$ cat src/srv_pkg.sv
`default_nettype none
package srv_pkg;

	localparam int unsigned REC_SIZE = 48;
	localparam int unsigned CRC_END  = 44;
	localparam int unsigned ID_START = 13;
	localparam int unsigned GEN_START = 8;
	localparam int unsigned ID_LEN_POS = 12;
	localparam int unsigned CNT_SAT  = 49;
	localparam logic [31:0] CRC_POLY = 32'hedb88320;
	localparam logic [31:0] CRC_INIT = 32'hffffffff;
	localparam logic [7:0] MAGIC [4] = '{8'h50, 8'h4d, 8'h41, 8'h53};
	localparam logic [7:0] VERSION_MAJOR = 8'd1;

	typedef enum logic [3:0] {
		ST_OK       = 4'd0,
		ST_LENGTH   = 4'd1,
		ST_MAGIC    = 4'd2,
		ST_VERSION  = 4'd3,
		ST_SIZE     = 4'd4,
		ST_CRC      = 4'd5,
		ST_ZERO_GEN = 4'd6,
		ST_ID_LEN   = 4'd7,
		ST_PADDING  = 4'd8,
		ST_ID_CHAR  = 4'd9
	} status_t;

	typedef enum logic [1:0] {
		TX_IDLE,
		TX_READ,
		TX_SHOW
	} tx_state_t;

	typedef struct packed {
		logic        start;
		status_t     status;
		logic [31:0] generation;
		logic [4:0]  id_len;
	} rec_sum_t;

	typedef struct packed {
		logic       en;
		logic [4:0] idx;
		logic [7:0] data;
	} id_wr_t;

	typedef struct packed {
		logic       en;
		logic [4:0] idx;
	} id_rd_t;

	function automatic logic [31:0] crc_byte(input logic [31:0] crc, input logic [7:0] b);
		logic [31:0] c;
		c = crc ^ {24'd0, b};
		for (int k = 0; k < 8; k++) begin
			c = (c >> 1) ^ (c[0] ? CRC_POLY : 32'd0);
		end
		return c;
	endfunction

	function automatic logic id_char_ok(input logic [7:0] c);
		return (c >= 8'h61 && c <= 8'h7a) || (c >= 8'h30 && c <= 8'h39) ||
			c == 8'h5f || c == 8'h2d;
	endfunction

	function automatic status_t err_min(input status_t a, input status_t b);
		if (a == ST_OK) begin
			return b;
		end
		if (b == ST_OK) begin
			return a;
		end
		return (b < a) ? b : a;
	endfunction

endpackage
`default_nettype wire

$ cat src/srv_in_if.sv
`default_nettype none
interface srv_in_if;
	logic       valid;
	logic       ready;
	logic [7:0] data_byte;
	logic       last_byte;

	modport source (output valid, output data_byte, output last_byte, input ready);
	modport sink (input valid, input data_byte, input last_byte, output ready);
endinterface
`default_nettype wire

$ cat src/srv_out_if.sv
`default_nettype none
interface srv_out_if;
	logic        valid;
	logic        ready;
	logic [3:0]  status;
	logic [31:0] generation;
	logic [4:0]  id_size;
	logic [7:0]  id_char;
	logic [4:0]  id_index;
	logic        last_result;

	modport source (output valid, output status, output generation, output id_size,
		output id_char, output id_index, output last_result, input ready);
	modport sink (input valid, input status, input generation, input id_size,
		input id_char, input id_index, input last_result, output ready);
endinterface
`default_nettype wire

$ cat src/srv_idmem.sv
`default_nettype none
module srv_idmem #(
	parameter int DEPTH = 31
) (
	input  wire logic           clk,
	input  wire srv_pkg::id_wr_t wr,
	input  wire srv_pkg::id_rd_t rd,
	output logic [7:0]          rdata
);
	import srv_pkg::*;

	localparam int AW = (DEPTH > 1) ? $clog2(DEPTH) : 1;

	logic [7:0] mem [DEPTH];

	always_ff @(posedge clk) begin
		if (wr.en) begin
			mem[wr.idx[AW-1:0]] <= wr.data;
		end
	end

	always_ff @(posedge clk) begin
		if (rd.en) begin
			rdata <= mem[rd.idx[AW-1:0]];
		end
	end
endmodule
`default_nettype wire

$ cat src/srv_rx.sv
`default_nettype none
module srv_rx #(
	parameter int ID_CAPACITY = 32
) (
	input  wire logic             clk,
	input  wire logic             arst_n,
	srv_in_if.sink                in_ch,
	input  wire logic             busy,
	output srv_pkg::rec_sum_t     sum,
	output srv_pkg::id_wr_t       wr
);
	import srv_pkg::*;

	localparam int DEPTH = ID_CAPACITY - 1;

	logic [5:0]  cnt_q, cnt_d;
	logic [31:0] crc_q, crc_d;
	status_t     fe_q, fe_d, err, fin;
	logic [31:0] gen_q, gen_d;
	logic [7:0]  len_q, len_d;
	logic        zero_q, zero_d;
	logic [4:0]  n_q, n_d;
	logic [4:0]  idx;
	logic [31:0] crc_exp;
	logic        acc;
	logic [7:0]  b;

	assign in_ch.ready = !busy;
	assign acc = in_ch.valid && !busy;
	assign b = in_ch.data_byte;
	assign idx = 5'(cnt_q - 6'(ID_START));
	assign crc_exp = (~crc_q) >> {cnt_q[1:0], 3'b000};

	always_comb begin
		err = ST_OK;
		crc_d = crc_q;
		gen_d = gen_q;
		len_d = len_q;
		zero_d = zero_q;
		n_d = n_q;
		wr = '0;
		wr.idx = idx;
		wr.data = b;
		if (cnt_q < 6'(CRC_END)) begin
			crc_d = crc_byte(crc_q, b);
		end
		if (cnt_q < 6'd4) begin
			if (b != MAGIC[cnt_q[1:0]]) err = ST_MAGIC;
		end else if (cnt_q == 6'd4) begin
			if (b != VERSION_MAJOR) err = ST_VERSION;
		end else if (cnt_q == 6'd5) begin
			if (b != 8'd0) err = ST_VERSION;
		end else if (cnt_q == 6'd6) begin
			if (b != 8'(REC_SIZE)) err = ST_SIZE;
		end else if (cnt_q == 6'd7) begin
			if (b != 8'd0) err = ST_SIZE;
		end else if (cnt_q < 6'(ID_LEN_POS)) begin
			gen_d[{cnt_q[1:0], 3'b000} +: 8] = b;
		end else if (cnt_q == 6'(ID_LEN_POS)) begin
			len_d = b;
			if (b == 8'd0 || b >= 8'(ID_CAPACITY)) err = ST_ID_LEN;
		end else if (cnt_q < 6'(CRC_END)) begin
			if ({3'b000, idx} < len_q) begin
				wr.en = acc && (idx < 5'(DEPTH));
				if (!zero_q) begin
					if (b == 8'd0) begin
						zero_d = 1'b1;
						if (idx == 5'd0) err = ST_ID_CHAR;
					end else begin
						n_d = n_q + 5'd1;
						if (!id_char_ok(b)) err = ST_ID_CHAR;
					end
				end
			end else if (b != 8'd0) begin
				err = ST_PADDING;
			end
		end else if (cnt_q < 6'(REC_SIZE)) begin
			if (b != crc_exp[7:0]) err = ST_CRC;
		end
		fe_d = err_min(fe_q, err);
		cnt_d = (cnt_q == 6'(CNT_SAT)) ? cnt_q : cnt_q + 6'd1;
		fin = err_min(fe_d, (cnt_d != 6'(REC_SIZE)) ? ST_LENGTH : ST_OK);
		fin = err_min(fin, (gen_d == 32'd0) ? ST_ZERO_GEN : ST_OK);
	end

	always_comb begin
		sum.start = acc && in_ch.last_byte;
		sum.status = fin;
		sum.generation = gen_d;
		sum.id_len = n_d;
	end

	always_ff @(posedge clk or negedge arst_n) begin
		if (!arst_n) begin
			cnt_q <= '0;
			crc_q <= CRC_INIT;
			fe_q <= ST_OK;
			gen_q <= '0;
			len_q <= '0;
			zero_q <= 1'b0;
			n_q <= '0;
		end else if (acc) begin
			if (in_ch.last_byte) begin
				cnt_q <= '0;
				crc_q <= CRC_INIT;
				fe_q <= ST_OK;
				gen_q <= '0;
				len_q <= '0;
				zero_q <= 1'b0;
				n_q <= '0;
			end else begin
				cnt_q <= cnt_d;
				crc_q <= crc_d;
				fe_q <= fe_d;
				gen_q <= gen_d;
				len_q <= len_d;
				zero_q <= zero_d;
				n_q <= n_d;
			end
		end
	end
endmodule
`default_nettype wire

$ cat src/srv_tx.sv
`default_nettype none
module srv_tx (
	input  wire logic              clk,
	input  wire logic              arst_n,
	input  wire srv_pkg::rec_sum_t sum,
	output srv_pkg::id_rd_t        rd,
	input  wire logic [7:0]        rdata,
	srv_out_if.source              out_ch,
	output logic                   busy
);
	import srv_pkg::*;

	tx_state_t   state_q, state_d;
	status_t     status_q;
	logic [31:0] gen_q;
	logic [4:0]  n_q;
	logic [4:0]  k_q;
	logic        is_last;

	assign is_last = (status_q != ST_OK) || (5'(k_q + 5'd1) == n_q);

	always_comb begin
		state_d = state_q;
		case (state_q)
			TX_IDLE: begin
				if (sum.start) begin
					state_d = (sum.status == ST_OK) ? TX_READ : TX_SHOW;
				end
			end
			TX_READ: state_d = TX_SHOW;
			TX_SHOW: begin
				if (out_ch.ready) begin
					state_d = is_last ? TX_IDLE : TX_READ;
				end
			end
			default: state_d = TX_IDLE;
		endcase
	end

	always_comb begin
		busy = (state_q != TX_IDLE);
		rd.en = (state_q == TX_READ);
		rd.idx = k_q;
		out_ch.valid = (state_q == TX_SHOW);
		out_ch.status = status_q;
		out_ch.generation = gen_q;
		out_ch.id_size = n_q;
		out_ch.id_char = (status_q == ST_OK) ? rdata : 8'd0;
		out_ch.id_index = k_q;
		out_ch.last_result = is_last;
	end

	always_ff @(posedge clk or negedge arst_n) begin
		if (!arst_n) begin
			state_q <= TX_IDLE;
		end else begin
			state_q <= state_d;
		end
	end

	always_ff @(posedge clk) begin
		if (state_q == TX_IDLE && sum.start) begin
			status_q <= sum.status;
			k_q <= '0;
			if (sum.status == ST_OK) begin
				gen_q <= sum.generation;
				n_q <= sum.id_len;
			end else begin
				gen_q <= '0;
				n_q <= '0;
			end
		end else if (state_q == TX_SHOW && out_ch.ready && !is_last) begin
			k_q <= k_q + 5'd1;
		end
	end
endmodule
`default_nettype wire

$ cat src/selection_record_validator_top.sv
// channel  dir  request fields
// in_ch    in   data_byte, last_byte
// out_ch   out  status, generation, id_size, id_char, id_index, last_result
//
// one byte per cycle is taken while no results are pending
// after the last byte of a good record, each result is read from the id memory, then shown until taken
// a failing record gives a single result, shown in the cycle after its last byte
// input is held off until the final result of a record is taken
// arst_n clears the record state; the id memory is not cleared
`default_nettype none
module selection_record_validator_top #(
	parameter int ID_CAPACITY = 32
) (
	input  wire logic clk,
	input  wire logic arst_n,
	srv_in_if.sink    in_ch,
	srv_out_if.source out_ch
);
	import srv_pkg::*;

	rec_sum_t   sum;
	id_wr_t     wr;
	id_rd_t     rd;
	logic [7:0] rdata;
	logic       busy;

	srv_rx #(.ID_CAPACITY(ID_CAPACITY)) u_rx (
		.clk    (clk),
		.arst_n (arst_n),
		.in_ch  (in_ch),
		.busy   (busy),
		.sum    (sum),
		.wr     (wr)
	);

	srv_idmem #(.DEPTH(ID_CAPACITY - 1)) u_mem (
		.clk   (clk),
		.wr    (wr),
		.rd    (rd),
		.rdata (rdata)
	);

	srv_tx u_tx (
		.clk    (clk),
		.arst_n (arst_n),
		.sum    (sum),
		.rd     (rd),
		.rdata  (rdata),
		.out_ch (out_ch),
		.busy   (busy)
	);
endmodule
`default_nettype wire

$ cat src/flat_wrapper.sv
// flat-port wrapper written by rule: the top's interface ports become plain ports
module selection_record_validator_top_flat import srv_pkg::*;
#(
	parameter int ID_CAPACITY = 32
)
  (clk, arst_n, in_ch_valid, in_ch_data_byte, in_ch_last_byte, in_ch_ready, out_ch_valid, out_ch_status, out_ch_generation, out_ch_id_size, out_ch_id_char, out_ch_id_index, out_ch_last_result, out_ch_ready);
  srv_in_if in_ch_i ();
  srv_out_if out_ch_i ();
  input  wire logic clk;
  input  wire logic arst_n;
  input wire logic [$bits(in_ch_i.valid)-1:0] in_ch_valid;
  input wire logic [$bits(in_ch_i.data_byte)-1:0] in_ch_data_byte;
  input wire logic [$bits(in_ch_i.last_byte)-1:0] in_ch_last_byte;
  output wire logic [$bits(in_ch_i.ready)-1:0] in_ch_ready;
  output wire logic [$bits(out_ch_i.valid)-1:0] out_ch_valid;
  output wire logic [$bits(out_ch_i.status)-1:0] out_ch_status;
  output wire logic [$bits(out_ch_i.generation)-1:0] out_ch_generation;
  output wire logic [$bits(out_ch_i.id_size)-1:0] out_ch_id_size;
  output wire logic [$bits(out_ch_i.id_char)-1:0] out_ch_id_char;
  output wire logic [$bits(out_ch_i.id_index)-1:0] out_ch_id_index;
  output wire logic [$bits(out_ch_i.last_result)-1:0] out_ch_last_result;
  input wire logic [$bits(out_ch_i.ready)-1:0] out_ch_ready;
  assign in_ch_i.valid = in_ch_valid;
  assign in_ch_i.data_byte = in_ch_data_byte;
  assign in_ch_i.last_byte = in_ch_last_byte;
  assign in_ch_ready = in_ch_i.ready;
  assign out_ch_valid = out_ch_i.valid;
  assign out_ch_status = out_ch_i.status;
  assign out_ch_generation = out_ch_i.generation;
  assign out_ch_id_size = out_ch_i.id_size;
  assign out_ch_id_char = out_ch_i.id_char;
  assign out_ch_id_index = out_ch_i.id_index;
  assign out_ch_last_result = out_ch_i.last_result;
  assign out_ch_i.ready = out_ch_ready;
  selection_record_validator_top #(.ID_CAPACITY(ID_CAPACITY)) u_core (.clk(clk), .arst_n(arst_n), .in_ch(in_ch_i), .out_ch(out_ch_i));
endmodule
$ cat config.mk
export PLATFORM = sky130hd
export DESIGN_NAME = selection_record_validator_top_flat
export DESIGN_NICKNAME = d
export VERILOG_FILES = /design/src/srv_pkg.sv /design/src/srv_in_if.sv /design/src/srv_out_if.sv /design/src/srv_idmem.sv /design/src/srv_rx.sv /design/src/srv_tx.sv /design/src/selection_record_validator_top.sv /design/src/flat_wrapper.sv
export SDC_FILE = /design/constraint.sdc
export NUM_CORES = 1
export LEC_CHECK = 0
export BUFFER_PORTS_ARGS = -buffer_cell sky130_fd_sc_hd__buf_2
export CORE_MARGIN = 2
export CORE_UTILIZATION = 48
export CTS_CLUSTER_SIZE = 14
export DETAILED_ROUTE_END_ITERATION = 12
export HOLD_SLACK_MARGIN = 0.06
export PLACE_DENSITY = 0.68
export SYNTH_ARGS = -nofsm -noshare
export SYNTH_HDL_FRONTEND = slang
export SYNTH_SLANG_ARGS = --single-unit
$ cat constraint.sdc
create_clock -name clk -period 14.6 [get_ports clk]
set_input_delay 0 -clock clk [delete_from_list [all_inputs] [get_ports clk]]
set_output_delay 0 -clock clk [all_outputs]
set_load 0.1 [all_outputs]
==> flow_summary.rst, run 1 <==
.. list-table::
   :header-rows: 1

   * - Metric
     - Value
   * - Run status
     - finished clean
   * - Post-DP HPWL
     - between 20000 and 30000 um
   * - Switching Power
     - ~860 uW
   * - Quantity of I/O buffers inserted on ports
     - 69
   * - Fraction of registers with async set or reset after synthesis
     - between 20% and 30%
   * - Die Y
     - about 200 um
   * - Post-route DRC violation count
     - 0
   * - Post-DRT Antenna Nets
     - 0
   * - RSZ-0062 raised after global routing
     - false
   * - Cell area after technology mapping
     - 17870 um^2
   * - # H-tree levels
     - 2
   * - # setup viols final
     - 0
   * - Leakage component of the power
     - roughly 6.8 nW
   * - Most frequently used flop master after synthesis
     - sky130_fd_sc_hd__edfxtp_1
   * - FILL cells
     - slightly below 3000
   * - Switching power share of the total
     - between 20% and 30%
   * - Final critical-path share of the clock period
     - between 40% and 50%
   * - First-pass detailed-route iteration total
     - 8
   * - Number of CTS-inserted buffers
     - 41
   * - Yosys warnings
     - 0
   * - Final period demand of the worst path
     - ~7000 ps
   * - Largest clock skew in the final design
     - approximately 13 ps
   * - CP max FO
     - 39
   * - Routed wirelength normalized by instance count
     - ~23 um
   * - Required time reported for the critical path endpoint
     - approximately 15000 ps
   * - Die area
     - roughly 39000 um^2
   * - Remaining global-route overflow
     - 0
   * - Max-capacitance violation count
     - 0
   * - Final hold violations
     - 0
   * - Antenna violations before repair
     - 0
   * - Area overhead of the layout relative to synthesis
     - 12.42%
   * - Critical path capture point type
     - flip-flop
   * - Number of buffers on the longest clock path
     - 3
   * - Core outline area
     - approximately 37000 um^2
   * - Die W
     - just under 200 um
   * - NumNets Final
     - between 1000 and 1500
   * - Power per Cell Area
     - 147.4 nW/um^2
   * - Vias in the first global route
     - 10880
   * - Clock transition at the register clock pins on the worst setup and hold paths after CTS
     - 60 ps
   * - Average instance area after synthesis
     - about 14 um^2
   * - Slew @ Worst Pin
     - between 1000 and 1500 ps
   * - Sum of routed wire length over all layers
     - about 42000 um
   * - Wire length of the first global-routing pass
     - around 65000 um
   * - Overall global routing resource usage
     - between 20% and 30%
   * - Number of max-slew violations in the final report
     - 0
   * - Maximum clock frequency
     - roughly 140 MHz
   * - Gate Count Post-Synth
     - 1256
   * - Sequential-to-total area share from yosys stat
     - a little over three fifths
   * - Num rows
     - 70
   * - Number of enable flip-flop cells after synthesis
     - between 200 and 300
   * - Antenna Cells
     - 0
   * - Portion of total power attributed to sequential cells
     - between 40% and 50%
   * - Post-synthesis register bit count
     - roughly 390
   * - Worst hold path type
     - in -> reg
   * - Synthesized net count
     - approximately 1300
   * - Number of distinct library cells after synthesis
     - 73
   * - GPL Wtd Cong
     - 0.9069
   * - Final TNS setup
     - 0 ps
   * - Critical Path Source Type
     - flip-flop
   * - I/O pin count
     - 70
   * - Maximum number of pins on one net before global-route repair
     - between 50 and 60
   * - Clock network fraction of total power
     - a little over a third
   * - Signal arrival time at the worst endpoint
     - about 7500 ps
   * - Proportion of layout cells with a drive suffix above 1
     - approximately 22%
   * - Class of the most critical setup path
     - reg -> reg
   * - Routed via count
     - ~11000
   * - Cell internal power dissipation
     - ~2.1 mW
   * - Largest voltage drop on the vdd net
     - approximately 130 uV
   * - Routed via count divided by cell count
     - around 6.0
   * - Final core occ
     - between 50% and 60%
   * - Count of routing violations after the opening detailed-route iteration
     - about 820
   * - Resized Gates After CTS
     - 0
   * - Relative slew slack
     - between 20 and 25%
   * - # clock sinks
     - around 400
   * - Clock tree from TritonCTS
     - done
   * - Initial Utilization
     - 48.81%
   * - Worst-Skew Late Latency
     - about 560 ps
   * - Comb power frac
     - about a fifth
   * - Cell at the root of the clock tree
     - sky130_fd_sc_hd__clkbuf_16
sequential cells by signal (all words and copies together), names as in the netlist:
name                           cells
u_core.u_mem.mem                 248
u_core.u_tx.out_ch.id_size         5
u_core.u_rx.gen_q                 32
u_core.u_rx.cnt_q                  6
u_core.u_rx.n_q                    5
u_core.u_mem.rdata                 8
u_core.u_rx.fe_q                   4
u_core.u_rx.zero_q                 1
u_core.u_tx.out_ch.status          4
u_core.u_tx.out_ch.id_index        5
u_core.u_rx.len_q                  8
u_core.u_tx.out_ch.generation     32
u_core.u_rx.crc_q                 32
u_core.u_tx.state_q                2
cells in the mapped netlist (4+ instances only):
cell / number / area [um^2]
sky130_fd_sc_hd__dfxtp_1: 5 / 100.1
sky130_fd_sc_hd__xnor2_1: 59 / 516.8
sky130_fd_sc_hd__o21ai_1: 5 / 25.02
sky130_fd_sc_hd__mux2_2: 9 / 101.4
sky130_fd_sc_hd__a21oi_2: 20 / 175.2
sky130_fd_sc_hd__dfstp_2: 32 / 840.8
sky130_fd_sc_hd__nand3_1: 47 / 235.2
sky130_fd_sc_hd__nand2b_1: 4 / 25.02
sky130_fd_sc_hd__and2_1: 12 / 75.07
sky130_fd_sc_hd__a21o_1: 5 / 37.54
sky130_fd_sc_hd__a21oi_1: 60 / 300.3
sky130_fd_sc_hd__nor4_1: 11 / 68.82
sky130_fd_sc_hd__buf_1: 14 / 52.55
sky130_fd_sc_hd__dfrtp_1: 58 / 1451
sky130_fd_sc_hd__o21ai_0: 37 / 185.2
sky130_fd_sc_hd__nor3_1: 21 / 105.1
sky130_fd_sc_hd__nor2b_1: 8 / 50.05
sky130_fd_sc_hd__inv_1: 27 / 101.4
sky130_fd_sc_hd__and3_1: 9 / 56.30
sky130_fd_sc_hd__mux4_2: 74 / 1667
sky130_fd_sc_hd__nand4_1: 10 / 62.56
sky130_fd_sc_hd__a22o_1: 39 / 341.6
sky130_fd_sc_hd__xor2_1: 42 / 367.9
sky130_fd_sc_hd__nand2_1: 89 / 334.1
sky130_fd_sc_hd__ha_1: 19 / 237.7
sky130_fd_sc_hd__nor2_1: 94 / 352.8
sky130_fd_sc_hd__clkbuf_1: 48 / 180.2
sky130_fd_sc_hd__or3_1: 6 / 37.54
sky130_fd_sc_hd__edfxtp_1: 297 / 8919
sky130_fd_sc_hd__buf_2: 4 / 20.02
sky130_fd_sc_hd__a31oi_1: 5 / 31.28
sky130_fd_sc_hd__mux2i_1: 22 / 220.2
final timing paths:
check                                           start                     end  slack, ps  cells after the start
worst max-delay path             u_core.u_rx.cnt_q[0]  u_core.u_tx.state_q[1]       7540                     26
worst min-delay path               in_ch_data_byte[3]  u_core.u_mem.mem[2][3]         80                      2
worst max register to register   u_core.u_rx.cnt_q[0]  u_core.u_tx.state_q[1]       7540                     26
worst min register to register  u_core.u_rx.gen_q[12]   u_core.u_rx.gen_q[12]        500                      2
max in group asynchronous                      arst_n     u_core.u_rx.fe_q[1]      13370                      4
min in group asynchronous                      arst_n   u_core.u_rx.gen_q[24]        480                      4
critical path: stages, from the launching register on:
cell and delay [ps]:
sky130_fd_sc_hd__dfrtp_1 950, sky130_fd_sc_hd__inv_1 310, sky130_fd_sc_hd__ha_1 390, sky130_fd_sc_hd__nor2_1 150, sky130_fd_sc_hd__xor2_1 310, sky130_fd_sc_hd__inv_1 120, sky130_fd_sc_hd__ha_1 320, sky130_fd_sc_hd__and2_1 130
sky130_fd_sc_hd__o21ai_0 160, sky130_fd_sc_hd__o21ai_0 210, sky130_fd_sc_hd__o31ai_1 380, sky130_fd_sc_hd__and2_1 280, sky130_fd_sc_hd__ha_1 270, sky130_fd_sc_hd__and3_1 160, sky130_fd_sc_hd__nand2_1 80, sky130_fd_sc_hd__a211o_1 160
sky130_fd_sc_hd__nand3_1 90, sky130_fd_sc_hd__a21oi_1 320, sky130_fd_sc_hd__nand2_1 90, sky130_fd_sc_hd__ha_1 310, sky130_fd_sc_hd__nand2_1 50, sky130_fd_sc_hd__a2111oi_0 460, sky130_fd_sc_hd__a211oi_1 120, sky130_fd_sc_hd__a311oi_2 280
sky130_fd_sc_hd__nand4b_1 140, sky130_fd_sc_hd__buf_4 300, sky130_fd_sc_hd__a221o_1 390
repair_timing:
item	CTS	global route
setup buffers	0	0
endpoints found under the hold margin	94	0
hold buffers	9	0
logic make-up after synthesis:
kind of cell,share of synthesized area (%)
flops,63.30
buf+inv,2.255
fa+ha+maj,1.330
simple gates,8.704
xor+xnor,4.951
mux,11.42
compound gates,8.039
cells in the final DEF, fill, tap and decap left out, types with 12 or more instances in the layout:
| cell | netlist | layout |
|---|---|---|
| sky130_fd_sc_hd__edfxtp_1 | 297 | 297 |
| sky130_fd_sc_hd__nor2_1 | 94 | 93 |
| sky130_fd_sc_hd__nand2_1 | 89 | 89 |
| sky130_fd_sc_hd__mux4_2 | 74 | 74 |
| sky130_fd_sc_hd__buf_2 | 4 | 68 |
| sky130_fd_sc_hd__a21oi_1 | 60 | 60 |
| sky130_fd_sc_hd__xnor2_1 | 59 | 59 |
| sky130_fd_sc_hd__dfrtp_1 | 58 | 58 |
| sky130_fd_sc_hd__nand3_1 | 47 | 47 |
| sky130_fd_sc_hd__xor2_1 | 42 | 42 |
| sky130_fd_sc_hd__clkbuf_16 | 0 | 42 |
| sky130_fd_sc_hd__a22o_1 | 39 | 39 |
| sky130_fd_sc_hd__o21ai_0 | 37 | 37 |
| sky130_fd_sc_hd__dfstp_2 | 32 | 32 |
| sky130_fd_sc_hd__inv_1 | 27 | 26 |
| sky130_fd_sc_hd__mux2i_1 | 22 | 22 |
| sky130_fd_sc_hd__nor3_1 | 21 | 21 |
| sky130_fd_sc_hd__a21oi_2 | 20 | 20 |
| sky130_fd_sc_hd__ha_1 | 19 | 19 |
| sky130_fd_sc_hd__buf_4 | 2 | 19 |
| sky130_fd_sc_hd__and2_1 | 12 | 12 |
metrics by stage:
step	power [mW]	worst slack, ps	cells	area (um^2)	hold WS (ps)
5_1_grt	3.083	6990	1823	20090	100.5
3_5_place_dp	1.937	7741	1740	18650	-21.88
4_1_cts	2.982	7681	1823	20090	61.73
6_report	2.961	7537	1823	20090	80.01
3_3_place_gp	1.931	8027	1740	18650	-30.64
2_1_floorplan	1.794	9201	1256	17870	-295.6
layer usage:
layer | routed length [um] | up-vias | track usage [%] | part of all wire, %
met5 | 0 | - | 0 | 0
met4 | 1067 | 0 | 6.461 | 2.5
met3 | 2972 | 77 | 4.158 | 7.0
met2 | 20130 | 395 | 35.96 | 48
met1 | 18030 | 5547 | 30.81 | 43
li1 | - | 4903 | - | -
layout make-up:
class	count	area, um^2	area share (%)
tap	468	585.6	2.915
inverter	27	101.3	0.5045
sequential	392	11320	56.34
multi-input combinational	766	6163	30.68
clock inverter	25	230.2	1.146
clock buffer	49	1107	5.512
timing repair buffer	96	583.1	2.903
power groups by stage:
| stage | Combinational (mW) | Clock (mW) | Sequential, mW |
|---|---|---|---|
| 3_3_place_gp | 0.579 | 0 | 1.35 |
| 3_5_place_dp | 0.584 | 0 | 1.35 |
| 4_1_cts | 0.594 | 1.06 | 1.33 |
| 6_report | 0.594 | 1.04 | 1.33 |
| 5_1_grt | 0.650 | 1.10 | 1.34 |
| 2_1_floorplan | 0.427 | 0 | 1.37 |
Power figures use the tool's default switching activity.
==> inputs of run 2 (changes only) <==
PLACE_DENSITY = 0.71   (was 0.68)
clock period = 6.05 ns   (was 14.6 ns; I/O delays follow)
==> run 2 against run 1 <==
Net effect: count of clock-buffer cells in the layout is 9 higher; clock power increased by 140%; final cell count is 0.93% higher; largest power group unchanged; highest routed layer unchanged.
==> flow_summary.rst, run 2 (synthesized netlist as in run 1, its figures left out) <==
.. list-table::
   :header-rows: 1

   * - Metric
     - Value
   * - Run status
     - finished clean
   * - Highest signal layer in the routed design
     - met4
   * - Total power
     - around 7 mW
   * - Core outline area
     - about 37000 um^2
   * - Die area
     - between 30000 and 40000 um^2
   * - Leakage component of the power
     - approximately 6.8 nW
   * - Worst-Skew Late Latency
     - between 500 and 600 ps
   * - Met2 routed wirelength
     - about 22000 um
   * - Post-DP HPWL
     - around 28000 um
   * - Count of routing violations after the opening detailed-route iteration
     - approximately 940
   * - Number of CTS-inserted buffers
     - slightly above 40
   * - Detailed-routing wirelength on met1
     - 17430 um
   * - Largest clock skew in the final design
     - between 10 and 15 ps
   * - Maximum number of pins on one net before global-route repair
     - between 60 and 70
   * - Clock network fraction of total power
     - about a third
   * - WP depth
     - 26
   * - Die W
     - approximately 200 um
   * - Final critical-path share of the clock period
     - a little over nine tenths
   * - Sum of routed wire length over all layers
     - about 43000 um
   * - WP buf/inv
     - 3
   * - Switching Power
     - just over 2 mW
   * - # clock sinks
     - roughly 390
   * - Placed inst area
     - 18740 um^2
   * - Number of max-slew violations in the final report
     - 0
   * - Power per Cell Area
     - ~350 nW/um^2
   * - Routed via count
     - approximately 11000
   * - First-pass detailed-route iteration total
     - 6
   * - Area overhead of the layout relative to synthesis
     - 13.19%
   * - Slew @ Worst Pin
     - ~1200 ps
   * - NumNets Final
     - ~1400
   * - Switching power share of the total
     - slightly below 30%
   * - Max-capacitance violation count
     - 0
   * - FILL cells
     - roughly 2900
   * - Post CTS Setup Buffer Count
     - 0
   * - Vias in the first global route
     - ~11000
   * - Clock transition at the register clock pins on the worst setup and hold paths after CTS
     - around 70 ps
   * - # setup viols final
     - 0
   * - Maximum clock frequency
     - about 180 MHz
   * - Design area
     - roughly 20000 um^2
   * - Comb power frac
     - about a fifth
   * - I/O pin count
     - 70
   * - Clock tree from TritonCTS
     - done
   * - Num rows
     - 70
   * - Number of buffers on the longest clock path
     - 3
   * - Final period demand of the worst path
     - between 5000 and 6000 ps
   * - Overall global routing resource usage
     - a little under a quarter
   * - Wire length of the first global-routing pass
     - ~67000 um
   * - WHS Path Cells
     - 2
   * - Required time reported for the critical path endpoint
     - roughly 6500 ps
   * - Quantity of I/O buffers inserted on ports
     - slightly below 70
   * - Most common library cell in the layout ignoring fill and taps
     - sky130_fd_sc_hd__edfxtp_1
   * - Initial Utilization
     - 48.81%
   * - Final hold violations
     - 0
   * - Number of flip-flops under the largest register name
     - ~250
   * - Antenna violations before repair
     - 2
   * - Portion of total power attributed to sequential cells
     - approximately 45%
   * - Class of the most critical setup path
     - reg -> reg
   * - Relative slew slack
     - ~20%
   * - CP max FO
     - 39
   * - Largest voltage drop on the vdd net
     - 434.7 uV
   * - Non-filler cells, final
     - around 1800
   * - Critical path capture point type
     - flip-flop
   * - Number of cells in the design after placement
     - 1752
   * - # H-tree levels
     - 2
   * - GPL Wtd Cong
     - between 0.9 and 1
   * - Post-route DRC violation count
     - 0
   * - Sequential standard cell area
     - 11320 um^2
   * - Proportion of layout cells with a drive suffix above 1
     - between 20% and 30%
   * - Total area of multi-input combinational cells
     - around 6000 um^2
   * - Post-DRT Antenna Nets
     - 0
   * - Die Y
     - 196.9 um
   * - Most used cells in the layout excluding fill and tap cells
     - 297 x sky130_fd_sc_hd__edfxtp_1, 93 x sky130_fd_sc_hd__nor2_1, 89 x sky130_fd_sc_hd__nand2_1
   * - Signal arrival time at the worst endpoint
     - between 6000 and 7000 ps
   * - Dominant cell type by count on the critical path
     - sky130_fd_sc_hd__ha_1
   * - Routed via count divided by cell count
     - between 6 and 7
   * - Antenna Cells
     - 0
   * - Register-to-Register Path Depth
     - 26
   * - Remaining global-route overflow
     - 0
   * - Cell internal power dissipation
     - roughly 5.1 mW
   * - Routed wirelength normalized by instance count
     - about 23 um
   * - DR WL met3
     - 2746 um
   * - CP delay by family, top
     - compound AO/OA/AOI/OAI gates
   * - Cell at the root of the clock tree
     - sky130_fd_sc_hd__clkbuf_16
   * - Slowest cell on crit path
     - sky130_fd_sc_hd__a2111oi_2
   * - Worst hold path type
     - in -> reg
   * - Critical Path Source Type
     - flip-flop
   * - Delay of the slowest cell on the worst path
     - between 300 and 400 ps
[run 2: changes by cell type in the layout (fill, tap and decap cells not counted), moves of 2 or more]
cell	previous run	this run
sky130_fd_sc_hd__clkinv_2	10	5
sky130_fd_sc_hd__clkbuf_16	42	44
sky130_fd_sc_hd__clkinvlp_4	3	0
sky130_fd_sc_hd__buf_4	19	30
sky130_fd_sc_hd__bufinv_16	3	1
sky130_fd_sc_hd__clkbuf_1	4	11
sky130_fd_sc_hd__clkinv_1	6	8
sky130_fd_sc_hd__dlygate4sd3_1	8	11
[run 2: area by class of cell]
cell class	count	share of cell area [%]
Sequential cell	392	55.95
Multi-Input combinational cell	766	30.57
Clock buffer	58	5.852
Timing Repair Buffer	111	3.532
Tap cell	468	2.895
Clock inverter	18	0.6990
Inverter	27	0.5011
[run 2: timing repair]
action,CTS,global route
hold endpoints to repair,115,0
hold buffers,12,0
setup endpoints to repair,0,40
resized for setup,0,6
[run 2: final timing paths]
kind                                           to            startpoint  slack (ps)
max                        u_core.u_tx.state_q[1]  u_core.u_rx.cnt_q[1]         380
max reg2reg                u_core.u_tx.state_q[1]  u_core.u_rx.cnt_q[1]         380
min in group asynchronous   u_core.u_rx.gen_q[26]                arst_n         520
max in group asynchronous     u_core.u_rx.fe_q[1]                arst_n        4940
min reg2reg                  u_core.u_rx.len_q[3]  u_core.u_rx.len_q[3]         510
min                         u_core.u_rx.gen_q[19]    in_ch_data_byte[3]          80
[run 2: layer usage]
| metal | up-vias | global-route usage, % |
|---|---|---|
| met1 | 5655 | 29.62 |
| met3 | 87 | 3.679 |
| met5 | - | 0 |
| met4 | 0 | 6.405 |
| met2 | 407 | 39.04 |
| li1 | 4933 | - |
[run 2: power by group through the flow]
stage / logic (mW) / registers, mW / clock network [mW]
after floorplan: 1.03 / 3.30 / 0
after global placement: 1.44 / 3.23 / 0
after detailed placement: 1.45 / 3.23 / 0
after CTS: 1.47 / 3.18 / 2.51
after global routing: 1.60 / 3.20 / 2.61
final: 1.48 / 3.18 / 2.47
[run 2: stage by stage]
stage | setup TNS, ps | worst slack [ps] | hold slack, ps | utilization, %
after detailed placement | 0 | 124.4 | 47.00 | 51.19
after CTS | 0 | 102.6 | 61.70 | 55.18
final | 0 | 379.7 | 75.36 | 55.25
after global placement | 0 | 336.6 | 40.47 | 51.19
after global routing | -44.89 | -44.89 | 62.18 | 55.25
after floorplan | 0 | 650.7 | -295.6 | -
==> inputs of run 3 (changes only) <==
ABC_AREA = 1   (was unset)
SKIP_CTS_REPAIR_TIMING = 1   (was unset)
==> run 3 against run 2 <==
Net effect: non-clock buffer count shrank 8; setup slack gained 350 ps; sequential share of layout area shrank 0.77 points; utilization shrank 0.67 points; area after synthesis grew 2.4%; clock power shrank 2%; largest power group unchanged.
==> flow_summary.rst, run 3 <==
.. list-table::
   :header-rows: 1

   * - Metric
     - Value
   * - Run status
     - finished clean
   * - Initial Utilization
     - about half
   * - Yosys warnings
     - 0
   * - Relative slew slack
     - between 30% and 40%
   * - Final critical-path share of the clock period
     - slightly below 90%
   * - Final period demand of the worst path
     - 5319 ps
   * - Reg2reg setup slack
     - approximately 730 ps
   * - Die Y
     - roughly 200 um
   * - Delay of the slowest cell on the worst path
     - roughly 520 ps
   * - First-pass detailed-route iteration total
     - 5
   * - Register-to-Register Path Depth
     - 30
   * - Slowest cell on crit path
     - sky130_fd_sc_hd__dfrtp_2
   * - Post-synthesis register bit count
     - ~390
   * - End of the worst hold path
     - u_core.u_tx.out_ch.generation[0]
   * - GPL Wtd Cong
     - a little over 0.9
   * - Routed via count
     - 13420
   * - Crit Reg-Reg Endpoint
     - u_core.u_tx.out_ch.generation[12]
   * - Gate Count Post-Synth
     - 1798
   * - Die W
     - about 200 um
   * - # clock sinks
     - 392
   * - Number of enable flip-flop cells after synthesis
     - approximately 300
   * - Synth top area cells
     - sky130_fd_sc_hd__edfxtp_1 49%, sky130_fd_sc_hd__dfrtp_1 7.9%, sky130_fd_sc_hd__nor2_1 5.4%
   * - Launch point of the worst reg-to-reg path
     - u_core.u_rx.cnt_q[1]
   * - Antenna Cells
     - 0
   * - Max-capacitance violation count
     - 0
   * - Class of the most critical setup path
     - reg -> reg
   * - Routed via count divided by cell count
     - 5.594
   * - Core outline area
     - about 38000 um^2
   * - Library cell with the highest instance count after synthesis
     - sky130_fd_sc_hd__edfxtp_1
   * - Placed inst area
     - 19090 um^2
   * - Number of max-slew violations in the final report
     - 0
   * - WHS Path Cells
     - 3
   * - Vias in the first global route
     - 13040
   * - Slew @ Worst Pin
     - about 1000 ps
   * - Post-DP HPWL
     - roughly 29000 um
   * - Design area
     - approximately 21000 um^2
   * - Power per Cell Area
     - roughly 410 nW/um^2
   * - Number of buffers on the longest clock path
     - 3
   * - Final TNS setup
     - 0 ps
   * - Area overhead of the layout relative to synthesis
     - 12.11%
   * - Most common library cell in the layout ignoring fill and taps
     - sky130_fd_sc_hd__edfxtp_1
   * - Largest voltage drop on the vdd net
     - approximately 320 uV
   * - Post-DRT Antenna Nets
     - 0
   * - Clock transition at the register clock pins on the worst setup and hold paths after CTS
     - approximately 60 ps
   * - Routed wirelength normalized by instance count
     - 19.11 um
   * - Number of flip-flops under the largest register name
     - ~250
   * - Post-route DRC violation count
     - 0
   * - # setup viols final
     - 0
   * - Worst hold slack
     - ~48 ps
   * - Critical path capture point type
     - flip-flop
   * - Num rows
     - 71
   * - Worst hold path type
     - in -> reg
   * - Die area
     - about 40000 um^2
   * - Cell at the root of the clock tree
     - sky130_fd_sc_hd__clkbuf_16
   * - Antenna violations before repair
     - 0
   * - Final core occ
     - a little over half
   * - Fraction of registers with async set or reset after synthesis
     - around 23%
   * - Maximum clock frequency
     - 188.0 MHz
   * - Count of routing violations after the opening detailed-route iteration
     - 1360
   * - # H-tree levels
     - 2
   * - Number of distinct library cells after synthesis
     - just over 50
   * - Number of CTS-inserted buffers
     - 40
   * - Wire length of the first global-routing pass
     - 71670 um
   * - Largest clock skew in the final design
     - 22.49 ps
   * - RSZ-0062 raised after global routing
     - false
   * - I/O pin count
     - 70
   * - Overall global routing resource usage
     - 23.42%
   * - WP buf/inv
     - 7
   * - Dominant cell type by count on the critical path
     - sky130_fd_sc_hd__nand2_1
   * - Clock tree from TritonCTS
     - done
   * - List of most frequent post-synthesis cells
     - 297 x sky130_fd_sc_hd__edfxtp_1, 264 x sky130_fd_sc_hd__nor2_1, 257 x sky130_fd_sc_hd__nand2_1
   * - Synthesized net count
     - ~1800
   * - Signal arrival time at the worst endpoint
     - 5620 ps
   * - Remaining global-route overflow
     - 0
   * - Beginning of the worst hold path
     - in_ch_data_byte[0]
   * - CP delay by family, top
     - simple AND/OR/NAND/NOR gates
   * - NumNets Final
     - between 1500 and 2000
   * - Cell area after technology mapping
     - 18290 um^2
   * - Maximum number of pins on one net before global-route repair
     - 75
   * - Proportion of layout cells with a drive suffix above 1
     - between 10% and 20%
   * - Sequential-to-total area share from yosys stat
     - 61.83%
   * - Worst-Skew Late Latency
     - 560 ps
   * - CP max FO
     - 38
   * - Required time reported for the critical path endpoint
     - ~6400 ps
   * - Post-synth top area cell
     - sky130_fd_sc_hd__edfxtp_1
   * - Critical Path Source Type
     - flip-flop
   * - Average instance area after synthesis
     - between 10 and 15 um^2
   * - Most used cells in the layout excluding fill and tap cells
     - 297 x sky130_fd_sc_hd__edfxtp_1, 263 x sky130_fd_sc_hd__nor2_1, 257 x sky130_fd_sc_hd__nand2_1
   * - Sum of routed wire length over all layers
     - roughly 46000 um
   * - Share of Yosys cell area claimed by the top area cell type
     - approximately 50%
   * - Leakage component of the power
     - 7.773 nW
   * - Total power
     - 8.504 mW
   * - Most frequently used flop master after synthesis
     - sky130_fd_sc_hd__edfxtp_1
   * - Quantity of I/O buffers inserted on ports
     - a little under 70
   * - Final hold violations
     - 0
run 3: stage by stage:
| step | setup slack, ps | std cells |
|---|---|---|
| 2_1_floorplan | 752.7 | 1798 |
| 3_3_place_gp | 818.6 | 2313 |
| 3_5_place_dp | 563.8 | 2313 |
| 4_1_cts | 521.4 | 2387 |
| 5_1_grt | 200.8 | 2398 |
| 6_report | 730.9 | 2398 |
run 3: cell type report:
cell class | count | area (um^2)
fill | 3241 | 17070
sequential | 392 | 11320
multi-input combinational | 1126 | 5893
clock buffer | 56 | 1152
inverter | 192 | 725.7
tap | 511 | 639.4
timing repair buffer | 103 | 633.1
clock inverter | 18 | 147.6
run 3: cell families after synthesis:
logic type	Yosys count	share of synthesized area, %
compound gates	373	12.11
xor+xnor	75	3.591
fa+ha+maj	19	1.300
buf+inv	280	5.998
flops	392	61.83
simple gates	659	15.17
run 3: power breakdown:
| part | internal (mW) | switching (mW) | leakage, nW | total [mW] |
|---|---|---|---|---|
| combinational | 0.866 | 1.92 | 3.27 | 2.78 |
| clock | 1.38 | 1.04 | 0.634 | 2.42 |
| sequential | 3.13 | 0.172 | 3.87 | 3.30 |
| total | 5.38 | 3.13 | 7.77 | 8.50 |
run 3: routing by layer:
layer / part of all wire, % / GRT usage [%]
met1: 42 / 31.00
met2: 48 / 38.62
met3: 7.1 / 3.916
met4: 3.2 / 9.232
met5: 0 / 0
run 3: how the worst max path moves through the flow:
stage,from,end,slack (ps),cells after the start
after global routing,u_core.u_rx.cnt_q[1],u_core.u_tx.out_ch.generation[21],200,30
after CTS,u_core.u_rx.cnt_q[1],u_core.u_tx.out_ch.generation[21],520,30
final,u_core.u_rx.cnt_q[1],u_core.u_tx.out_ch.generation[12],730,30
after detailed placement,u_core.u_rx.cnt_q[1],u_core.u_tx.out_ch.generation[21],560,30
after floorplan,u_core.u_tx.state_q[0],u_core.u_rx.crc_q[5],750,10
after global placement,u_core.u_rx.cnt_q[1],u_core.u_tx.out_ch.generation[22],820,30
run 3: worst reg2reg max path, delay by kind of cell, from the launching register on:
family	cells	cell delay, ps
AOI/OAI and AO/OA	4	700
adders and majority gates	4	1320
buffers and inverters	7	1120
DFF	1	520
and+or+nand+nor	15	1420
